--- config.mk ---
export PLATFORM = sky130hd
export DESIGN_NAME = autoscaled_traffic_speed
export DESIGN_NICKNAME = d
export VERILOG_FILES = /design/src/ats_pkg.sv /design/src/ats_lane.sv /design/src/ats_merge.sv /design/src/autoscaled_traffic_speed.sv
export SDC_FILE = /design/constraint.sdc
export NUM_CORES = 2
export LEC_CHECK = 0
export ABC_AREA = 0
export BUFFER_PORTS_ARGS = -buffer_cell sky130_fd_sc_hd__buf_2
export CAP_MARGIN = 20
export CORE_MARGIN = 2
export CORE_UTILIZATION = 58
export DETAILED_ROUTE_END_ITERATION = 12
export PLACE_DENSITY = 0.78
export SETUP_SLACK_MARGIN = 0.5
export SYNTH_ARGS = -nofsm -noshare
export SYNTH_HDL_FRONTEND = slang
export SYNTH_SLANG_ARGS = --single-unit
export TNS_END_PERCENT = 50
--- constraint.sdc ---
create_clock -name clk -period 7.7 [get_ports clk]
set_input_delay 1.155 -clock clk [delete_from_list [all_inputs] [get_ports clk]]
set_output_delay 1.155 -clock clk [all_outputs]
set_load 0.02 [all_outputs]
--- src/ats_pkg.sv ---
// Package for the autoscaled traffic speed block.
// Holds register indexes, reset values and the configuration struct.
// Used by ats_lane, ats_merge and autoscaled_traffic_speed.
package ats_pkg;

  localparam int COUNTER_WIDTH_DEF = 64;
  localparam int RATE_WIDTH_DEF    = 8;

  localparam int MS_W   = 7;
  localparam int MSC_W  = 16;
  localparam int CNT4_W = 4;
  localparam int CFG_DATA_W = 16;
  localparam int CFG_IDX_W  = 2;

  localparam logic [CFG_IDX_W-1:0] REG_SKIP_POLLS  = 2'd0;
  localparam logic [CFG_IDX_W-1:0] REG_MAX_SPEED   = 2'd1;
  localparam logic [CFG_IDX_W-1:0] REG_MIN_SCALE   = 2'd2;
  localparam logic [CFG_IDX_W-1:0] REG_DECAY_POLLS = 2'd3;

  localparam logic [CNT4_W-1:0] SKIP_POLLS_RST  = 4'd5;
  localparam logic [MS_W-1:0]   MAX_SPEED_RST   = 7'd8;
  localparam logic [MSC_W-1:0]  MIN_SCALE_RST   = 16'd10;
  localparam logic [CNT4_W-1:0] DECAY_POLLS_RST = 4'd5;
  localparam int                PEAK_RESET      = 10;

  typedef struct packed {
    logic [MS_W-1:0]   max_speed;
    logic [MSC_W-1:0]  min_scale;
    logic [CNT4_W-1:0] decay_polls;
  } lane_cfg_t;

endpackage

--- src/ats_lane.sv ---
// One direction of the speed calculation: delta, shift-add multiply,
// restoring divide by the peak, saturation and peak decay.
// Depends on ats_pkg.
module ats_lane #(
  parameter int COUNTER_WIDTH = ats_pkg::COUNTER_WIDTH_DEF,
  parameter int RATE_WIDTH    = ats_pkg::RATE_WIDTH_DEF
) (
  input  logic                     clk,
  input  logic                     rst_n,
  input  logic                     start,
  input  logic [COUNTER_WIDTH-1:0] total,
  input  ats_pkg::lane_cfg_t       cfg,
  output logic                     done,
  output logic [RATE_WIDTH-1:0]    rate
);
  import ats_pkg::*;

  localparam int CW    = COUNTER_WIDTH;
  localparam int RW    = RATE_WIDTH;
  localparam int NW    = CW + MS_W;
  localparam int STP_W = $clog2(NW);
  localparam logic [STP_W-1:0] MUL_LAST = STP_W'(MS_W - 1);
  localparam logic [STP_W-1:0] DIV_LAST = STP_W'(NW - 1);
  localparam logic [RW-1:0]    RATE_MAX = {RW{1'b1}};

  localparam logic [2:0] ST_IDLE = 3'd0;
  localparam logic [2:0] ST_MUL  = 3'd1;
  localparam logic [2:0] ST_DIV  = 3'd2;
  localparam logic [2:0] ST_FIN  = 3'd3;
  localparam logic [2:0] ST_DONE = 3'd4;

  logic [2:0]        state_r, state_nxt;
  logic [CW-1:0]     prev_r, prev_nxt;
  logic [CW-1:0]     peak_r, peak_nxt;
  logic [CNT4_W-1:0] dcnt_r, dcnt_nxt;
  logic [RW-1:0]     rate_r, rate_nxt;
  logic [CW-1:0]     delta_r, delta_nxt;
  logic [CW-1:0]     div_r, div_nxt;
  logic [NW-1:0]     acc_r, acc_nxt;
  logic [NW-1:0]     mcand_r, mcand_nxt;
  logic [MS_W-1:0]   mplier_r, mplier_nxt;
  logic [CW-1:0]     rem_r, rem_nxt;
  logic [RW-1:0]     q_r, q_nxt;
  logic              over_r, over_nxt;
  logic [STP_W-1:0]  step_r, step_nxt;

  logic [CW-1:0] delta_in;
  logic [CW:0]   shifted;
  logic          ge;
  logic [RW-1:0] speed;
  logic [CW-1:0] floor_v;

  always_comb begin
    delta_in = (prev_r == '0) ? '0 : total - prev_r;
    shifted  = {rem_r, acc_r[NW-1]};
    ge       = shifted >= {1'b0, div_r};
    speed    = over_r ? RATE_MAX : q_r;
    if (speed == '0) begin
      speed = RW'(1);
    end
    floor_v  = CW'(cfg.min_scale);
  end

  always_comb begin
    state_nxt  = state_r;
    prev_nxt   = prev_r;
    peak_nxt   = peak_r;
    dcnt_nxt   = dcnt_r;
    rate_nxt   = rate_r;
    delta_nxt  = delta_r;
    div_nxt    = div_r;
    acc_nxt    = acc_r;
    mcand_nxt  = mcand_r;
    mplier_nxt = mplier_r;
    rem_nxt    = rem_r;
    q_nxt      = q_r;
    over_nxt   = over_r;
    step_nxt   = step_r;
    case (state_r)
      ST_IDLE: begin
        if (start) begin
          if (total == prev_r) begin
            rate_nxt  = '0;
            state_nxt = ST_DONE;
          end else begin
            prev_nxt   = total;
            delta_nxt  = delta_in;
            div_nxt    = (peak_r == '0) ? CW'(1) : peak_r;
            acc_nxt    = '0;
            mcand_nxt  = NW'(delta_in);
            mplier_nxt = cfg.max_speed;
            step_nxt   = '0;
            state_nxt  = ST_MUL;
          end
        end
      end
      ST_MUL: begin
        if (mplier_r[0]) begin
          acc_nxt = acc_r + mcand_r;
        end
        mcand_nxt  = {mcand_r[NW-2:0], 1'b0};
        mplier_nxt = {1'b0, mplier_r[MS_W-1:1]};
        step_nxt   = step_r + STP_W'(1);
        if (step_r == MUL_LAST) begin
          step_nxt  = '0;
          rem_nxt   = '0;
          q_nxt     = '0;
          over_nxt  = 1'b0;
          state_nxt = ST_DIV;
        end
      end
      ST_DIV: begin
        rem_nxt  = ge ? CW'(shifted - {1'b0, div_r}) : shifted[CW-1:0];
        acc_nxt  = {acc_r[NW-2:0], 1'b0};
        over_nxt = over_r | q_r[RW-1];
        q_nxt    = {q_r[RW-2:0], ge};
        step_nxt = step_r + STP_W'(1);
        if (step_r == DIV_LAST) begin
          state_nxt = ST_FIN;
        end
      end
      ST_FIN: begin
        rate_nxt = speed;
        if (peak_r < delta_r) begin
          peak_nxt = delta_r;
        end else if (dcnt_r >= cfg.decay_polls) begin
          peak_nxt = (delta_r < floor_v) ? floor_v : delta_r;
          dcnt_nxt = '0;
        end else begin
          dcnt_nxt = dcnt_r + CNT4_W'(1);
        end
        state_nxt = ST_DONE;
      end
      ST_DONE: begin
        state_nxt = ST_IDLE;
      end
      default: begin
        state_nxt = ST_IDLE;
      end
    endcase
  end

  always_ff @(posedge clk) begin
    if (!rst_n) begin
      state_r <= ST_IDLE;
      prev_r  <= '0;
      peak_r  <= CW'(PEAK_RESET);
      dcnt_r  <= '0;
      rate_r  <= '0;
    end else begin
      state_r <= state_nxt;
      prev_r  <= prev_nxt;
      peak_r  <= peak_nxt;
      dcnt_r  <= dcnt_nxt;
      rate_r  <= rate_nxt;
    end
  end

  always_ff @(posedge clk) begin
    delta_r  <= delta_nxt;
    div_r    <= div_nxt;
    acc_r    <= acc_nxt;
    mcand_r  <= mcand_nxt;
    mplier_r <= mplier_nxt;
    rem_r    <= rem_nxt;
    q_r      <= q_nxt;
    over_r   <= over_nxt;
    step_r   <= step_nxt;
  end

  assign done = (state_r == ST_DONE);
  assign rate = rate_r;

endmodule

--- src/ats_merge.sv ---
// Merging stage: collects both lanes for an evaluated poll, or takes a skipped poll directly,
// then drives the output item register. Depends on ats_pkg.
module ats_merge #(
  parameter int RATE_WIDTH = ats_pkg::RATE_WIDTH_DEF,
  localparam int OUT_W = ((2 * RATE_WIDTH + 7) / 8) * 8
) (
  input  logic                  clk,
  input  logic                  rst_n,
  input  logic                  skip_go,
  input  logic                  eval_go,
  input  logic [1:0]            lane_done,
  input  logic [RATE_WIDTH-1:0] rx_rate,
  input  logic [RATE_WIDTH-1:0] tx_rate,
  output logic                  release_item,
  output logic                  out_tvalid,
  input  logic                  out_tready,
  output logic [OUT_W-1:0]      out_tdata,
  output logic                  out_tuser
);
  import ats_pkg::*;

  logic [1:0]            got_r, got_nxt;
  logic                  wait_r, wait_nxt;
  logic                  pend_r, pend_nxt;
  logic                  pend_ev_r, pend_ev_nxt;
  logic                  ovld_r, ovld_nxt;
  logic                  oev_r;
  logic [RATE_WIDTH-1:0] orx_r, otx_r;
  logic                  load;

  always_comb begin
    got_nxt     = got_r | lane_done;
    wait_nxt    = wait_r;
    pend_nxt    = pend_r;
    pend_ev_nxt = pend_ev_r;
    load        = pend_r && (!ovld_r || out_tready);
    ovld_nxt    = ovld_r && !out_tready;
    if (load) begin
      pend_nxt = 1'b0;
      ovld_nxt = 1'b1;
    end
    if (eval_go) begin
      wait_nxt = 1'b1;
      got_nxt  = '0;
    end
    if (skip_go) begin
      pend_nxt    = 1'b1;
      pend_ev_nxt = 1'b0;
    end
    if (wait_r && (&got_nxt)) begin
      wait_nxt    = 1'b0;
      pend_nxt    = 1'b1;
      pend_ev_nxt = 1'b1;
    end
  end

  always_ff @(posedge clk) begin
    if (!rst_n) begin
      got_r     <= '0;
      wait_r    <= 1'b0;
      pend_r    <= 1'b0;
      pend_ev_r <= 1'b0;
      ovld_r    <= 1'b0;
    end else begin
      got_r     <= got_nxt;
      wait_r    <= wait_nxt;
      pend_r    <= pend_nxt;
      pend_ev_r <= pend_ev_nxt;
      ovld_r    <= ovld_nxt;
    end
  end

  always_ff @(posedge clk) begin
    if (load) begin
      orx_r <= rx_rate;
      otx_r <= tx_rate;
      oev_r <= pend_ev_r;
    end
  end

  assign release_item = load;
  assign out_tvalid   = ovld_r;
  assign out_tdata    = OUT_W'({otx_r, orx_r});
  assign out_tuser    = oev_r;

endmodule

--- src/autoscaled_traffic_speed.sv ---
// Top level of the autoscaled traffic speed block: poll skip counter,
// configuration registers, two direction lanes and the merging stage.
// Depends on ats_pkg, ats_lane and ats_merge.
// An evaluated poll with a changed counter passes through the 7-step multiply and the
// bit-serial divide in each lane before it reaches the output register; with both
// counters unchanged the lanes skip both, and a skipped poll bypasses the lanes.
// One item is in work at a time; the next can be accepted in the cycle after the result
// enters the output register.
// Reset is synchronous, active low, and restores the control and configuration registers
module autoscaled_traffic_speed #(
  parameter int COUNTER_WIDTH = ats_pkg::COUNTER_WIDTH_DEF,
  parameter int RATE_WIDTH    = ats_pkg::RATE_WIDTH_DEF,
  localparam int IN_W  = ((2 * COUNTER_WIDTH + 7) / 8) * 8,
  localparam int OUT_W = ((2 * RATE_WIDTH + 7) / 8) * 8
) (
  input  logic                             clk,
  input  logic                             rst_n,
  input  logic                             in_tvalid,
  output logic                             in_tready,
  input  logic [IN_W-1:0]                  in_tdata,   // rx_total, tx_total
  output logic                             out_tvalid,
  input  logic                             out_tready,
  output logic [OUT_W-1:0]                 out_tdata,  // rx_rate, tx_rate
  output logic                             out_tuser,  // evaluated
  input  logic                             cfg_valid,
  output logic                             cfg_ready,
  input  logic [ats_pkg::CFG_IDX_W-1:0]    cfg_index,
  input  logic [ats_pkg::CFG_DATA_W-1:0]   cfg_data
);
  import ats_pkg::*;

  localparam int CW = COUNTER_WIDTH;

  logic [CNT4_W-1:0] skip_polls_r;
  logic [MS_W-1:0]   max_speed_r;
  logic [MSC_W-1:0]  min_scale_r;
  logic [CNT4_W-1:0] decay_polls_r;
  logic [CNT4_W-1:0] skip_cnt_r, skip_cnt_nxt;
  logic              busy_r, busy_nxt;

  logic            accept, skip_go, eval_go, release_item;
  lane_cfg_t       lane_cfg;
  logic [1:0]      lane_done;
  logic [RATE_WIDTH-1:0] rx_rate, tx_rate;

  assign cfg_ready = 1'b1;
  assign in_tready = !busy_r;
  assign accept    = in_tvalid && in_tready;
  assign skip_go   = accept && (skip_cnt_r < skip_polls_r);
  assign eval_go   = accept && !(skip_cnt_r < skip_polls_r);

  assign lane_cfg.max_speed   = max_speed_r;
  assign lane_cfg.min_scale   = min_scale_r;
  assign lane_cfg.decay_polls = decay_polls_r;

  always_comb begin
    skip_cnt_nxt = skip_cnt_r;
    busy_nxt     = busy_r;
    if (release_item) begin
      busy_nxt = 1'b0;
    end
    if (accept) begin
      busy_nxt     = 1'b1;
      skip_cnt_nxt = skip_go ? skip_cnt_r + CNT4_W'(1) : '0;
    end
  end

  always_ff @(posedge clk) begin
    if (!rst_n) begin
      skip_polls_r  <= SKIP_POLLS_RST;
      max_speed_r   <= MAX_SPEED_RST;
      min_scale_r   <= MIN_SCALE_RST;
      decay_polls_r <= DECAY_POLLS_RST;
      skip_cnt_r    <= '0;
      busy_r        <= 1'b0;
    end else begin
      skip_cnt_r <= skip_cnt_nxt;
      busy_r     <= busy_nxt;
      if (cfg_valid && cfg_ready) begin
        case (cfg_index)
          REG_SKIP_POLLS:  skip_polls_r  <= cfg_data[CNT4_W-1:0];
          REG_MAX_SPEED:   max_speed_r   <= cfg_data[MS_W-1:0];
          REG_MIN_SCALE:   min_scale_r   <= cfg_data[MSC_W-1:0];
          REG_DECAY_POLLS: decay_polls_r <= cfg_data[CNT4_W-1:0];
          default: begin
          end
        endcase
      end
    end
  end

  ats_lane #(
    .COUNTER_WIDTH(COUNTER_WIDTH),
    .RATE_WIDTH   (RATE_WIDTH)
  ) u_rx_lane (
    .clk  (clk),
    .rst_n(rst_n),
    .start(eval_go),
    .total(in_tdata[CW-1:0]),
    .cfg  (lane_cfg),
    .done (lane_done[0]),
    .rate (rx_rate)
  );

  ats_lane #(
    .COUNTER_WIDTH(COUNTER_WIDTH),
    .RATE_WIDTH   (RATE_WIDTH)
  ) u_tx_lane (
    .clk  (clk),
    .rst_n(rst_n),
    .start(eval_go),
    .total(in_tdata[2*CW-1:CW]),
    .cfg  (lane_cfg),
    .done (lane_done[1]),
    .rate (tx_rate)
  );

  ats_merge #(
    .RATE_WIDTH(RATE_WIDTH)
  ) u_merge (
    .clk         (clk),
    .rst_n       (rst_n),
    .skip_go     (skip_go),
    .eval_go     (eval_go),
    .lane_done   (lane_done),
    .rx_rate     (rx_rate),
    .tx_rate     (tx_rate),
    .release_item(release_item),
    .out_tvalid  (out_tvalid),
    .out_tready  (out_tready),
    .out_tdata   (out_tdata),
    .out_tuser   (out_tuser)
  );

endmodule

# After elaboration in Yosys (flattened, before gate mapping)
# Index checks and enable logic that the tools add are counted.
# word_totals
register_bits	1059
elab_cells	237
out_inout_bits	20
# op_classes
mux	81
bitwise_logic	8
order_cmp	9
n_eq_ne	29
n_reduce_logical	57
add_sub_neg	11
# ops
operator	n
$mux W64	12
$mux W71	10
$pmux W71 S3	2
$pmux W71 S2	2
$logic_not A64 Y1	4
$pmux W64 S2	2
$sub A64 B64 Y64	4
$add A71 B71 Y71	2
$ge A65 B64 Y1	2
$eq A64 B64 Y1	2
$lt A64 B16 Y1	2
$lt A64 B64 Y1	2
$mux W8	10
$mux W7	10
$pmux W8 S2	4
$pmux W7 S3	2
$reduce_and A3 Y1	10
$pmux W7 S2	2
$mux W3	8
$pmux W3 S4	2
$reduce_and A2 Y1	11
$reduce_bool A2 Y1	10
$logic_not A8 Y1	2
$ne A2 B1 Y1 const B	8
27 further kinds	70

# Logic depth before layout (Yosys ltp)
# depth
ltp_word	7
depth_mapped	16
mapped_depth_nobuf	15

# Cells and area by module
# A second synthesis with hierarchy kept.
# hier_totals
cells_unflattened	7992
area_unflattened_um2	70362.5
# by_module_without_submodules
module	cells_per_inst	seq_area_each_um2	area_per_inst_um2	instances
ats_lane (u_rx_lane)	3937	13583.0	34595.7	1
ats_lane (u_tx_lane)	3847	13583.0	33543.4	1
autoscaled_traffic_speed	170	720.7	1490.2	1
ats_merge	38	630.6	733.2	1

# Worst setup path after synthesis
# Ideal clock, no wire load.
# synth_timing
kind	register -> register
start	register u_rx_lane.state_r[0]
end	register u_rx_lane.over_r (enable)
setup_ps	605
arrival_ps	6522
path_stages_with_launch	7
synth_period_minus_slack_ps	7126
path_slack_ps	574
cell_sequence	dfxtp_1 > clkbuf_1 > nand2b_1 > or2_2 > clkbuf_1 > clkbuf_1 > o21ai_0
# synth_between
elab_chain_cells	3
elab_cells_between_ends	5
# synth_rtl
element	line_no	source
start: declaration	ats_lane.sv:32	logic [2:0] state_r, state_nxt;
start signal: assignment	ats_lane.sv:151	state_r <= state_nxt;
$eq A3 B1 Y1 / $eq A3 B2 Y1 (equally long branches)	ats_lane.sv:79	case (state_r)
$ne A2 B1 Y1 (no line) / $reduce_bool A2 Y1 (equally long branches)	n/a	
$reduce_and A2 Y1 (no line) (*)	n/a	
end signal: assignment	ats_lane.sv:167	over_r <= over_nxt;
end: declaration	ats_lane.sv:44	logic over_r, over_nxt;
# Mark *: on every way between the ends. The rest lies on a longest branch, timed or not.
# A chain may end at the register's enable or synchronous reset.

# Final worst setup path
# layout_timing
start	input port in_tdata[16]
end	register u_rx_lane.prev_r[11]
# layout_between
elab_chain_cells	3
# layout_rtl
element	line_no	source
start: declaration	autoscaled_traffic_speed.sv:20	input logic [IN_W-1:0] in_tdata,
$eq A64 B64 Y1	ats_lane.sv:82	if (total == prev_r) begin
$not A1 Y1 (no line)	n/a	
$reduce_and A3 Y1 (no line)	n/a	
end signal: assignment	ats_lane.sv:152	prev_r <= prev_nxt;
end: declaration	ats_lane.sv:33	logic [CW-1:0] prev_r, prev_nxt;
# Every way passes these cells.

==> metrics.txt <==
GR Util All Layers=0.3092; pin count of the biggest net entering global routing=141; insertion delay to the later sink of the worst-skew pair=0.74 ns; hold path startpoint=u_tx_lane.rate[4]; Tightest Pin Transition=1.143 ns; most repeated library cell on the critical path=sky130_fd_sc_hd__nand4_1; critical path startpoint category=input port; Leak Pwr=30.18 nW; number of buffers created by CTS=116; net count after synthesis=8,511; CP delay by family, top=simple AND/OR/NAND/NOR gates; total overflow reported by the global router=0; P_int=10.09 mW; master of the slowest instance on the critical path=sky130_fd_sc_hd__or3_2; arrival time of data at the critical path endpoint=5.61 ns; iteration count of the initial detailed-routing pass=8; dpl hpwl=144,800 um; P&R area growth vs syn=8.112%; root buffer cell=sky130_fd_sc_hd__clkbuf_16; Hold Vio Cnt, Final=0; dominant cells by area after synthesis=sky130_fd_sc_hd__edfxtp_1, sky130_fd_sc_hd__ha_1, sky130_fd_sc_hd__dfxtp_1; top-count cell post-synth=sky130_fd_sc_hd__nand2_1; per-cell via count in the routed design=6.232; overall routed net length=193,700 um; maximum vdd drop=0.0002144 V; TritonCTS clock tree=yes; R2R Setup Slk=2.82 ns; standard cell core area=118,400 um^2; clock sinks=1,059; cell type with the highest aggregate area in the netlist=sky130_fd_sc_hd__edfxtp_1; count of hold-fix buffers inserted at cts=0; mean routed wirelength per cell=20.75 um; Final nets=8,355; number of slew-limit violations in the final report=0; number of top-level design ports=171; fraction of power spent switching nets=0.2560; synth warn=0; synth cell count leaders=sky130_fd_sc_hd__nand2_1, sky130_fd_sc_hd__a21oi_1, sky130_fd_sc_hd__edfxtp_1; portion of total power attributed to the clock network=0.441; worst reg2reg startpoint=u_rx_lane.prev_r[18]; data required time at the worst endpoint=8.25 ns; vias in the first global route=54,470; buffer depth of the longest clock path=3; count of vias placed by the detailed router=58,170; Mapped Area=69,350 um^2; PD cells=181.0 nW/um^2; commonest register cell after synthesis=sky130_fd_sc_hd__edfxtp_1; Psw=3.473 mW; classification of the worst-slack hold path=flip-flop to flip-flop; WS Path Type=input port to flip-flop; H-Tree Level Count=3; FP Rows=126; number of port buffers=169; count of routing violations after the opening detailed-route iteration=6,857; crit-path max cell delay=0.71 ns; ratio of cells with drive above 1 in the final layout=0.07152; unique cell type count in the Yosys netlist=88; Post-Syn Area per Cell=8.906 um^2; number of enable flip-flop cells after synthesis=731; endpoint class of the critical path=flip-flop; Post-Syn Instances=7,786; proportion of power drawn by combinational gates=0.101; number of antenna violations at the first check in global routing=8; DRC Markers=0; total power=13.57 mW; number of cells upsized or downsized after cts=0; global-route wire length before repair=301,500 um; CP startpoint=in_tdata[16]; portion of total power attributed to sequential cells=0.457; maximum capacitance violations=0; Min Clock Period, post-route=5.062 ns; synthesized flop and latch total=1,059; die width=349.8 um; maximum fanout along the worst path=106; clock edge transition at the registers on the reported setup and hold paths=0.06 ns; Clock Skews=0.04099 ns; Synth top area share=0.3165; final-layout setup total negative slack=0 ns; RD Place Congestion=0.9874; maximum clock rate=197.5 MHz; status=completed; buffering stage count on the worst path with inverters included=3; crit share post-route=0.6574; height of the die=349.8 um; number of setup violations in the final report=0; share of synthesized flip-flops with an asynchronous set or reset=0; RSZ-0062 raised after global routing=false; normalized max-slew margin=0.2380; Die Area=122,300 um^2; critical-path cell list=buf_2 > ha_1 > and3_1 > nand4_1 > nor4_1 > nand4_1 > nor3_1 > or3_2 > inv_6 > buf_4 > nand2_1 > a21oi_1; antenna violation net count after detailed routing=0; number of buffers added for setup after CTS=0; Initial Util=0.5857; proportion of synthesized chip area in sequential cells=0.4112
-- registers in the layout (all words and copies together) (netlist names), 71 cells and up --
signal,cells
u_tx_lane.mcand_r,71
u_rx_lane.acc_r,71
u_tx_lane.acc_r,71
u_rx_lane.mcand_r,71
-- final timing paths --
check | depth (start not counted) | endpoint
hold / removal | 0 | u_merge.otx_r[4]
setup reg to reg | 12 | u_rx_lane.prev_r[11]
setup / recovery | 12 | u_rx_lane.prev_r[11]
hold reg to reg | 0 | u_merge.otx_r[4]
-- metal layers --
| layer | track usage | routed length [um] |
|---|---|---|
| met4 | 0.09210 | 5212 |
| met2 | 0.4529 | 81000 |
| met3 | 0.05852 | 19690 |
| met1 | 0.4620 | 87790 |
| met5 | 0 | 13 |
-- power groups by stage --
stage | combinational [mW] | sequential, mW | clock [mW]
2_1_floorplan | 0.856 | 6.31 | 0
3_3_place_gp | 1.30 | 6.32 | 0
3_5_place_dp | 1.32 | 6.32 | 0
4_1_cts | 1.33 | 6.20 | 6.06
5_1_grt | 1.48 | 6.20 | 6.27
6_report | 1.38 | 6.20 | 5.99
-- layout by cell type, fill, tap and decap left out, types with 56 or more instances in the layout --
cell	n
sky130_fd_sc_hd__a211oi_1	64
sky130_fd_sc_hd__a21o_1	273
sky130_fd_sc_hd__a21oi_1	750
sky130_fd_sc_hd__and2_1	64
sky130_fd_sc_hd__buf_2	169
sky130_fd_sc_hd__clkbuf_16	119
sky130_fd_sc_hd__dfxtp_1	328
sky130_fd_sc_hd__edfxtp_1	731
sky130_fd_sc_hd__ha_1	568
sky130_fd_sc_hd__inv_1	537
sky130_fd_sc_hd__mux2_2	56
sky130_fd_sc_hd__mux2i_1	224
sky130_fd_sc_hd__nand2_1	943
sky130_fd_sc_hd__nand3_1	119
sky130_fd_sc_hd__nand4_1	170
sky130_fd_sc_hd__nor2_1	655
sky130_fd_sc_hd__nor3_1	72
sky130_fd_sc_hd__nor4_1	109
sky130_fd_sc_hd__o21ai_0	498
sky130_fd_sc_hd__o21bai_1	101
sky130_fd_sc_hd__xnor2_1	225
sky130_fd_sc_hd__xor2_1	151
-- layout make-up --
class | count | area (um^2)
Fill cell | 9755 | 43430
Multi-Input combinational cell | 5701 | 37060
Sequential cell | 1059 | 28520
Clock buffer | 132 | 3087
Inverter | 540 | 2044
Tap cell | 1600 | 2002
Timing Repair Buffer | 212 | 1221
Clock inverter | 88 | 1028
Antenna cell | 3 | 7.507
-- kinds of logic after synthesis --
kind of cell | after synthesis | share of synthesized area
other cells | 1 | 0.00005408
buf+inv | 1026 | 0.05599
fa+ha+maj | 574 | 0.1042
flops | 1059 | 0.4112
simple gates | 2373 | 0.1544
mux | 280 | 0.04143
xor+xnor | 376 | 0.04749
compound gates | 2097 | 0.1852
-- stage by stage --
| step | utilization | hold slack [ns] | area, um^2 | setup slack (ns) | std cells |
|---|---|---|---|---|---|
| floorplan | - | 0.4081 | 69350 | 0.5736 | 7786 |
| finish | 0.6332 | 0.4014 | 74970 | 2.638 | 9335 |
| CTS | 0.6328 | 0.4099 | 74920 | 2.798 | 9330 |
| global route | 0.6332 | 0.4365 | 74970 | 2.331 | 9334 |
| global placement | 0.5978 | 0.4150 | 70770 | 2.216 | 9109 |
| detailed placement | 0.5980 | 0.4165 | 70800 | 2.035 | 9110 |
-- worst register-to-register path: stages (launching register included) --
cell and delay, ns:
sky130_fd_sc_hd__dfxtp_1 0.39, sky130_fd_sc_hd__inv_1 0.06, sky130_fd_sc_hd__ha_1 0.38, sky130_fd_sc_hd__and3_1 0.24
sky130_fd_sc_hd__nand4_1 0.18, sky130_fd_sc_hd__nor4_1 0.47, sky130_fd_sc_hd__nand4_1 0.25, sky130_fd_sc_hd__nor3_1 0.50
sky130_fd_sc_hd__or3_2 0.71, sky130_fd_sc_hd__inv_6 0.50, sky130_fd_sc_hd__buf_4 0.66, sky130_fd_sc_hd__nand2_1 0.27
sky130_fd_sc_hd__a21oi_1 0.09
No activity file was read; power rests on OpenSTA's default activity.
